### src/mttbp_pkg.sv
// ----------------------------------------------------------------------------
// mttbp_pkg
// Shared types and constants for the multi-tenant token bucket policer.
// ----------------------------------------------------------------------------
package mttbp_pkg;

  localparam int unsigned TenantW    = 4;
  localparam int unsigned NumTenants = 2 ** TenantW;
  localparam int unsigned UnitW      = 16;
  localparam int unsigned CreditW    = UnitW + 1;
  localparam int unsigned CfgIdxW    = 2;

  localparam logic [CfgIdxW-1:0] CfgFillRate  = 2'd0;
  localparam logic [CfgIdxW-1:0] CfgDepth     = 2'd1;
  localparam logic [CfgIdxW-1:0] CfgBurstThr  = 2'd2;

  localparam logic [UnitW-1:0] FillRateRst = 16'd120;
  localparam logic [UnitW-1:0] DepthRst    = 16'd40;
  localparam logic [UnitW-1:0] BurstThrRst = 16'd160;

  typedef struct packed {
    logic [TenantW-1:0] tenant;
    logic [UnitW-1:0]   offered;
  } in_req_t;

  typedef struct packed {
    logic [TenantW-1:0] tenant_out;
    logic [UnitW-1:0]   passed;
    logic [UnitW-1:0]   level_after;
    logic               burst_drop;
  } out_res_t;

  typedef struct packed {
    logic [UnitW-1:0] fill_rate;
    logic [UnitW-1:0] depth_limit;
    logic [UnitW-1:0] burst_threshold;
  } cfg_t;

endpackage

### src/mttbp_cfg_regs.sv
// ----------------------------------------------------------------------------
// mttbp_cfg_regs
// Policer configuration registers with a plain write port.
// ----------------------------------------------------------------------------
module mttbp_cfg_regs import mttbp_pkg::*; (
  input  logic               clk_i,
  input  logic               rst_ni,
  input  logic               cfg_we_i,
  input  logic [CfgIdxW-1:0] cfg_idx_i,
  input  logic [UnitW-1:0]   cfg_wdata_i,
  output cfg_t               cfg_o
);

  cfg_t cfg_q, cfg_d;

  always_comb begin
    cfg_d = cfg_q;
    if (cfg_we_i) begin
      case (cfg_idx_i)
        CfgFillRate: cfg_d.fill_rate       = cfg_wdata_i;
        CfgDepth:    cfg_d.depth_limit     = cfg_wdata_i;
        CfgBurstThr: cfg_d.burst_threshold = cfg_wdata_i;
        default:     cfg_d = cfg_q;
      endcase
    end
  end

  always_ff @(posedge clk_i or negedge rst_ni) begin
    if (!rst_ni) begin
      cfg_q.fill_rate       <= FillRateRst;
      cfg_q.depth_limit     <= DepthRst;
      cfg_q.burst_threshold <= BurstThrRst;
    end else begin
      cfg_q <= cfg_d;
    end
  end

  assign cfg_o = cfg_q;

endmodule

### src/mttbp_bucket_core.sv
// ----------------------------------------------------------------------------
// mttbp_bucket_core
// Per-tenant bucket levels and the combinational policing decision.
// ----------------------------------------------------------------------------
module mttbp_bucket_core import mttbp_pkg::*; (
  input  logic     clk_i,
  input  logic     rst_ni,
  input  cfg_t     cfg_i,
  input  in_req_t  req_i,
  input  logic     upd_i,
  output out_res_t res_o
);

  logic [UnitW-1:0]   level_q [NumTenants];
  logic [UnitW-1:0]   cur_level;
  logic [CreditW-1:0] credit;
  logic [CreditW-1:0] remain;
  logic [CreditW-1:0] depth_ext;
  logic               drop;
  logic               exhaust;
  logic [UnitW-1:0]   new_level;
  logic [UnitW-1:0]   passed;

  assign cur_level = level_q[req_i.tenant];
  assign credit    = {1'b0, cur_level} + {1'b0, cfg_i.fill_rate};
  assign depth_ext = {1'b0, cfg_i.depth_limit};
  assign drop      = req_i.offered > cfg_i.burst_threshold;
  assign exhaust   = {1'b0, req_i.offered} >= credit;

  always_comb begin
    remain    = '0;
    new_level = '0;
    passed    = '0;
    if (drop) begin
      remain    = credit;
      new_level = (remain > depth_ext) ? cfg_i.depth_limit : remain[UnitW-1:0];
    end else if (exhaust) begin
      // credit <= offered here, so it fits in the unit width
      passed    = credit[UnitW-1:0];
    end else begin
      remain    = credit - {1'b0, req_i.offered};
      passed    = req_i.offered;
      new_level = (remain > depth_ext) ? cfg_i.depth_limit : remain[UnitW-1:0];
    end
  end

  always_ff @(posedge clk_i or negedge rst_ni) begin
    if (!rst_ni) begin
      for (int i = 0; i < NumTenants; i++) begin
        level_q[i] <= '0;
      end
    end else if (upd_i) begin
      level_q[req_i.tenant] <= new_level;
    end
  end

  assign res_o.tenant_out  = req_i.tenant;
  assign res_o.passed      = passed;
  assign res_o.level_after = new_level;
  assign res_o.burst_drop  = drop;

endmodule

### src/multi_tenant_token_bucket_policer_unit.sv
// Registers: input, then result. Throughput: one request per cycle while the
// receiver does not stall; the bucket read, update and result capture happen
// together in the compute stage, so back-to-back requests to one tenant see
// each other's level without stalls.
// Reset: asynchronous, active low; all bucket levels clear to zero and the
// configuration registers return to their defaults.
// ----------------------------------------------------------------------------
// multi_tenant_token_bucket_policer_unit
// Top level: input register, bucket core and result register.
// ----------------------------------------------------------------------------
module multi_tenant_token_bucket_policer_unit import mttbp_pkg::*; (
  input  logic               clk_i,
  input  logic               rst_ni,
  input  logic               in_valid_i,
  output logic               in_stall_o,
  input  in_req_t            in_req_i,
  output logic               out_valid_o,
  input  logic               out_stall_i,
  output out_res_t           out_res_o,
  input  logic               cfg_we_i,
  input  logic [CfgIdxW-1:0] cfg_idx_i,
  input  logic [UnitW-1:0]   cfg_wdata_i
);

  cfg_t     cfg;
  in_req_t  req_q;
  logic     req_vld_q;
  out_res_t res;
  out_res_t res_q;
  logic     res_vld_q;
  logic     res_load;
  logic     req_load;

  mttbp_cfg_regs u_cfg (
    .clk_i       (clk_i),
    .rst_ni      (rst_ni),
    .cfg_we_i    (cfg_we_i),
    .cfg_idx_i   (cfg_idx_i),
    .cfg_wdata_i (cfg_wdata_i),
    .cfg_o       (cfg)
  );

  mttbp_bucket_core u_core (
    .clk_i  (clk_i),
    .rst_ni (rst_ni),
    .cfg_i  (cfg),
    .req_i  (req_q),
    .upd_i  (res_load),
    .res_o  (res)
  );

  assign res_load   = req_vld_q && (!res_vld_q || !out_stall_i);
  assign in_stall_o = req_vld_q && !res_load;
  assign req_load   = in_valid_i && !in_stall_o;

  always_ff @(posedge clk_i or negedge rst_ni) begin
    if (!rst_ni) begin
      req_vld_q <= 1'b0;
      res_vld_q <= 1'b0;
    end else begin
      if (req_load || res_load) begin
        req_vld_q <= req_load;
      end
      if (res_load) begin
        res_vld_q <= 1'b1;
      end else if (!out_stall_i) begin
        res_vld_q <= 1'b0;
      end
    end
  end

  always_ff @(posedge clk_i) begin
    if (req_load) begin
      req_q <= in_req_i;
    end
    if (res_load) begin
      res_q <= res;
    end
  end

  assign out_valid_o = res_vld_q;
  assign out_res_o   = res_q;

endmodule

### config.mk
export PLATFORM = sky130hd
export DESIGN_NAME = multi_tenant_token_bucket_policer_unit
export DESIGN_NICKNAME = d
export VERILOG_FILES = /design/src/mttbp_pkg.sv /design/src/mttbp_cfg_regs.sv /design/src/mttbp_bucket_core.sv /design/src/multi_tenant_token_bucket_policer_unit.sv
export SDC_FILE = /design/constraint.sdc
export NUM_CORES = 1
export LEC_CHECK = 0
export ABC_AREA = 1
export ABC_CLOCK_PERIOD_IN_PS = 9700
export BUFFER_PORTS_ARGS = -buffer_cell sky130_fd_sc_hd__buf_4
export CAP_MARGIN = 20
export CORE_ASPECT_RATIO = 0.9
export CORE_MARGIN = 1
export CORE_UTILIZATION = 60
export CTS_BUF_LIST = sky130_fd_sc_hd__clkbuf_8
export DETAILED_ROUTE_END_ITERATION = 10
export PLACE_DENSITY = 0.79
export SLEW_MARGIN = 20
export SYNTH_ARGS = -nofsm -noshare
export SYNTH_HDL_FRONTEND = slang
export SYNTH_SLANG_ARGS = --single-unit
### constraint.sdc
create_clock -name clk_i -period 9.7 [get_ports clk_i]
set_clock_uncertainty 0.1 [all_clocks]
set_input_delay 1.94 -clock clk_i [delete_from_list [all_inputs] [get_ports clk_i]]
set_output_delay 1.94 -clock clk_i [all_outputs]
set_load 0.02 [all_outputs]
==> Implementation_results.wiki <==
{| class="wikitable"
! Metric !! Value
|-
| Maximum Capacitance Violations || 0
|-
| Die Outline Area || 0.0318 mm^2
|-
| Sum of negative setup slack || 0 ns
|-
| Starting utilization of the core area || 0.616
|-
| First-pass GRT wire length || 87900 um
|-
| Transition time at the pin with the least slew margin || 1.12 ns
|-
| Hold WC Path Type || reg -> reg
|-
| Filler Cell Count || around 2400
|-
| Mean instance size in the synthesized netlist || approximately 8.3 um^2
|-
| Hold violation count in the final report || 0
|-
| Global routing met1 resource utilization || 0.522
|-
| Post-CTS setup buffers || 0
|-
| Top cells by area in the synthesized netlist || sky130_fd_sc_hd__dfrtp_1 (40%), sky130_fd_sc_hd__nand2_1 (19%), sky130_fd_sc_hd__edfxtp_1 (9.2%)
|-
| CTS H-tree lvls || 2
|-
| Leakage power of the design || 10.8 nW
|-
| Area overhead of the layout relative to synthesis || 11.2%
|-
| Number of buffer cells added on primary ports || approximately 80
|-
| Required time worst endpoint || 9.83 ns
|-
| Global-route total usage across every layer || 0.360
|-
| Post-layout nets || 2425
|-
| Unrepaired setup endpoints after global routing || no
|-
| Number of CTS-inserted buffers || 58
|-
| Count of TritonRoute iterations in the first routing pass || 8
|-
| Congestion Overflow GR || 0
|-
| Global route hottest layer || met1
|-
| Endpoint kind of the worst setup timing path || flip-flop
|-
| Critical path data arrival time || 8.04 ns
|-
| Antenna-violating nets left || 0
|-
| Number of setup violations in the final report || 0
|-
| Register area share after synthesis || 0.503
|-
| Element type at the critical path start || flip-flop
|-
| Number of synthesized flops with an enable pin || 57
|-
| Main synth FF type || sky130_fd_sc_hd__dfrtp_1
|-
| Worst-case hold slack || 0.381 ns
|-
| Max-slew headroom || 0.252
|-
| Pin count of the biggest net entering global routing || 197
|-
| Distinct cells, synth || 48
|-
| Cell chosen for the clock root || sky130_fd_sc_hd__clkbuf_8
|-
| Die width || 188 um
|-
| Yosys warnings || 0
|-
| Crit path max fanout || 46
|-
| Critical Path Most Common Cell || sky130_fd_sc_hd__nand2_1
|-
| Total power per unit cell area || about 340 mW/mm^2
|-
| Clock insertion delay at the later pin of the skew report || between 0.6 and 0.7 ns
|-
| Ratio of cells with drive above 1 in the final layout || 0.107
|-
| Number of buffers inserted for hold repair after clock tree synthesis || 0
|-
| 1st-iter DRT viols || between 2000 and 2500
|-
| Vias per cell || about 6
|-
| Bufs on Longest Clock Path || 3
|-
| Clock slew at reported path FFs || 0.06 ns
|-
| Post-synthesis instance area || 0.0187 mm^2
|-
| Number of vias after detailed routing || 16566
|-
| Count leader, synth || sky130_fd_sc_hd__nand2_1
|-
| Half-perimeter wire length of the detailed placement result || between 30000 and 40000 um
|-
| Pins Over Slew Limit || 0
|-
| Via count of the first global-routing pass || 15556
|-
| Total wire length after detailed routing || 56700 um
|-
| Area share of the largest cell type after synthesis || 0.400
|-
| Part of the cycle the worst path needs || 0.816
|-
| FFs w/ async S/R, synth || 0.843
|-
| Run status || completed
|-
| Largest incremental delay on the critical path || ~0.6 ns
|-
| Number of register bits inferred by synthesis || 363
|-
| Count of clock tree sinks || 363
|-
| Crit path kind || reg -> reg
|-
| Core area || 0.0303 mm^2
|-
| Initial antenna violation count || 4
|-
| Post-Syn Nets || 2361
|-
| Peak Freq || 126 MHz
|-
| Met3 usage in global routing || 0.102
|-
| Total DRC errors in the routed layout || 0
|-
| List of most frequent post-synthesis cells || sky130_fd_sc_hd__nand2_1 (955), sky130_fd_sc_hd__dfrtp_1 (298), sky130_fd_sc_hd__inv_1 (154), sky130_fd_sc_hd__a22oi_1 (128), sky130_fd_sc_hd__a21oi_1 (124)
|-
| Largest voltage drop on the vdd net || 0.000236 V
|-
| Max stage delay cell, worst path || sky130_fd_sc_hd__or4_1
|-
| Routability-driven placement congestion ratio || 0.929
|-
| I/O pin count || 82
|-
| Largest area contributor in the synthesized netlist || sky130_fd_sc_hd__dfrtp_1
|-
| Clock tree from TritonCTS || yes
|-
| Met2 track demand over resource in global routing || 0.519
|-
| Cell count after synthesis || 2236
|-
| WL/cell || 20.6 um
|-
| Quantity of gates resized following cts || 0
|-
| Clock period minus worst slack || just under 8 ns
|-
| Die extent in y || roughly 170 um
|-
| Count of standard-cell rows || 60
|}
-- through the flow --
step                      power (mW)  cells  worst slack [ns]  instance area, um^2   util
after CTS                       6.87   2752              1.92                20700  0.684
after floorplan                 4.64   2236              3.80                18700      -
after global placement          5.41   2642              2.15                19500  0.644
final                           6.95   2754              1.79                20700  0.686
after global routing            7.39   2753              1.26                20700  0.685
after detailed placement        5.49   2642              1.96                19500  0.644
-- power by group --
| group | switching (mW) | leakage [nW] | internal, mW |
|---|---|---|---|
| Sequential | 0.270 | 4.55 | 2.07 |
| Combinational | 2.24 | 5.53 | 0.995 |
| Clock | 0.643 | 0.704 | 0.737 |
-- cells in the final DEF, fill, tap and decap left out, types with 18 or more instances in the layout --
cell type                  count
sky130_fd_sc_hd__edfxtp_1     57
sky130_fd_sc_hd__nand2_1     955
sky130_fd_sc_hd__ha_1         80
sky130_fd_sc_hd__o21ai_0      79
sky130_fd_sc_hd__xor2_1       18
sky130_fd_sc_hd__a21oi_1     124
sky130_fd_sc_hd__nand3_1      67
sky130_fd_sc_hd__buf_4       103
sky130_fd_sc_hd__nor2_1       44
sky130_fd_sc_hd__inv_1       171
sky130_fd_sc_hd__clkbuf_8     77
sky130_fd_sc_hd__a22oi_1     128
sky130_fd_sc_hd__dfrtp_1     298
-- sequential cells by signal, indices dropped and copies added (netlist names) --
name and count:
u_cfg.cfg_o 48, u_core.level_q 256, out_valid_o 1, req_vld_q 1, req_q 20, out_res_o 37
-- routing by layer --
metal | routed length, um | share of wire
met5 | 42 | 0.00074
met2 | 24300 | 0.43
met1 | 24100 | 0.42
met3 | 6730 | 0.12
met4 | 1570 | 0.028
-- worst max-delay path: cells and delay by family (launching register included) --
kind,cells,cell delay (ns)
AO/OA/AOI/OAI,6,1.14
XOR/XNOR,2,0.62
adder cells (fa/ha/maj),3,1.11
buffers and inverters,5,0.81
flip-flops,1,0.51
AND/OR/NAND/NOR,18,3.18
-- final timing paths --
path                            slack, ns  cells past startpoint                      startpoint                               to
worst max-delay path                 1.79                     34             req_q[17]$_DFFE_PP_           out_res_o[3]$_DFFE_PP_
worst min register to register       0.38                      2  u_core.level_q[26]$_DFFE_PN0P_   u_core.level_q[26]$_DFFE_PN0P_
min in group asynchronous            1.20                      1                          rst_ni       u_cfg.cfg_o[0]$_DFFE_PN0P_
worst max register to register       1.79                     34             req_q[17]$_DFFE_PP_           out_res_o[3]$_DFFE_PP_
max in group asynchronous            6.79                      3                          rst_ni  u_core.level_q[221]$_DFFE_PN0P_
worst min-delay path                 0.38                      2  u_core.level_q[26]$_DFFE_PN0P_   u_core.level_q[26]$_DFFE_PN0P_
-- final cells by class --
| cell class | count | area [um^2] | area share |
|---|---|---|---|
| Antenna cell | 1 | 2.50 | 0.000121 |
| Clock buffer | 77 | 1060 | 0.0511 |
| Clock inverter | 33 | 174 | 0.00839 |
| Inverter | 158 | 593 | 0.0286 |
| Multi-Input combinational cell | 1613 | 8190 | 0.395 |
| Sequential cell | 363 | 9380 | 0.452 |
| Tap cell | 403 | 504 | 0.0243 |
| Timing Repair Buffer | 106 | 836 | 0.0403 |
-- cell families (layout without fill, tap and decap cells) --
family | after synthesis | in the layout | synth area share
adders and majority gates | 82 | 82 | 0.0558
xor gates and xnor gates | 25 | 25 | 0.0127
DFF | 363 | 363 | 0.503
buffers and inverters | 260 | 374 | 0.0589
and+or+nand+nor | 1154 | 1154 | 0.255
other | 0 | 1 | 0
AOI/OAI and AO/OA | 352 | 352 | 0.115
No activity file was read; power rests on OpenSTA's default activity.
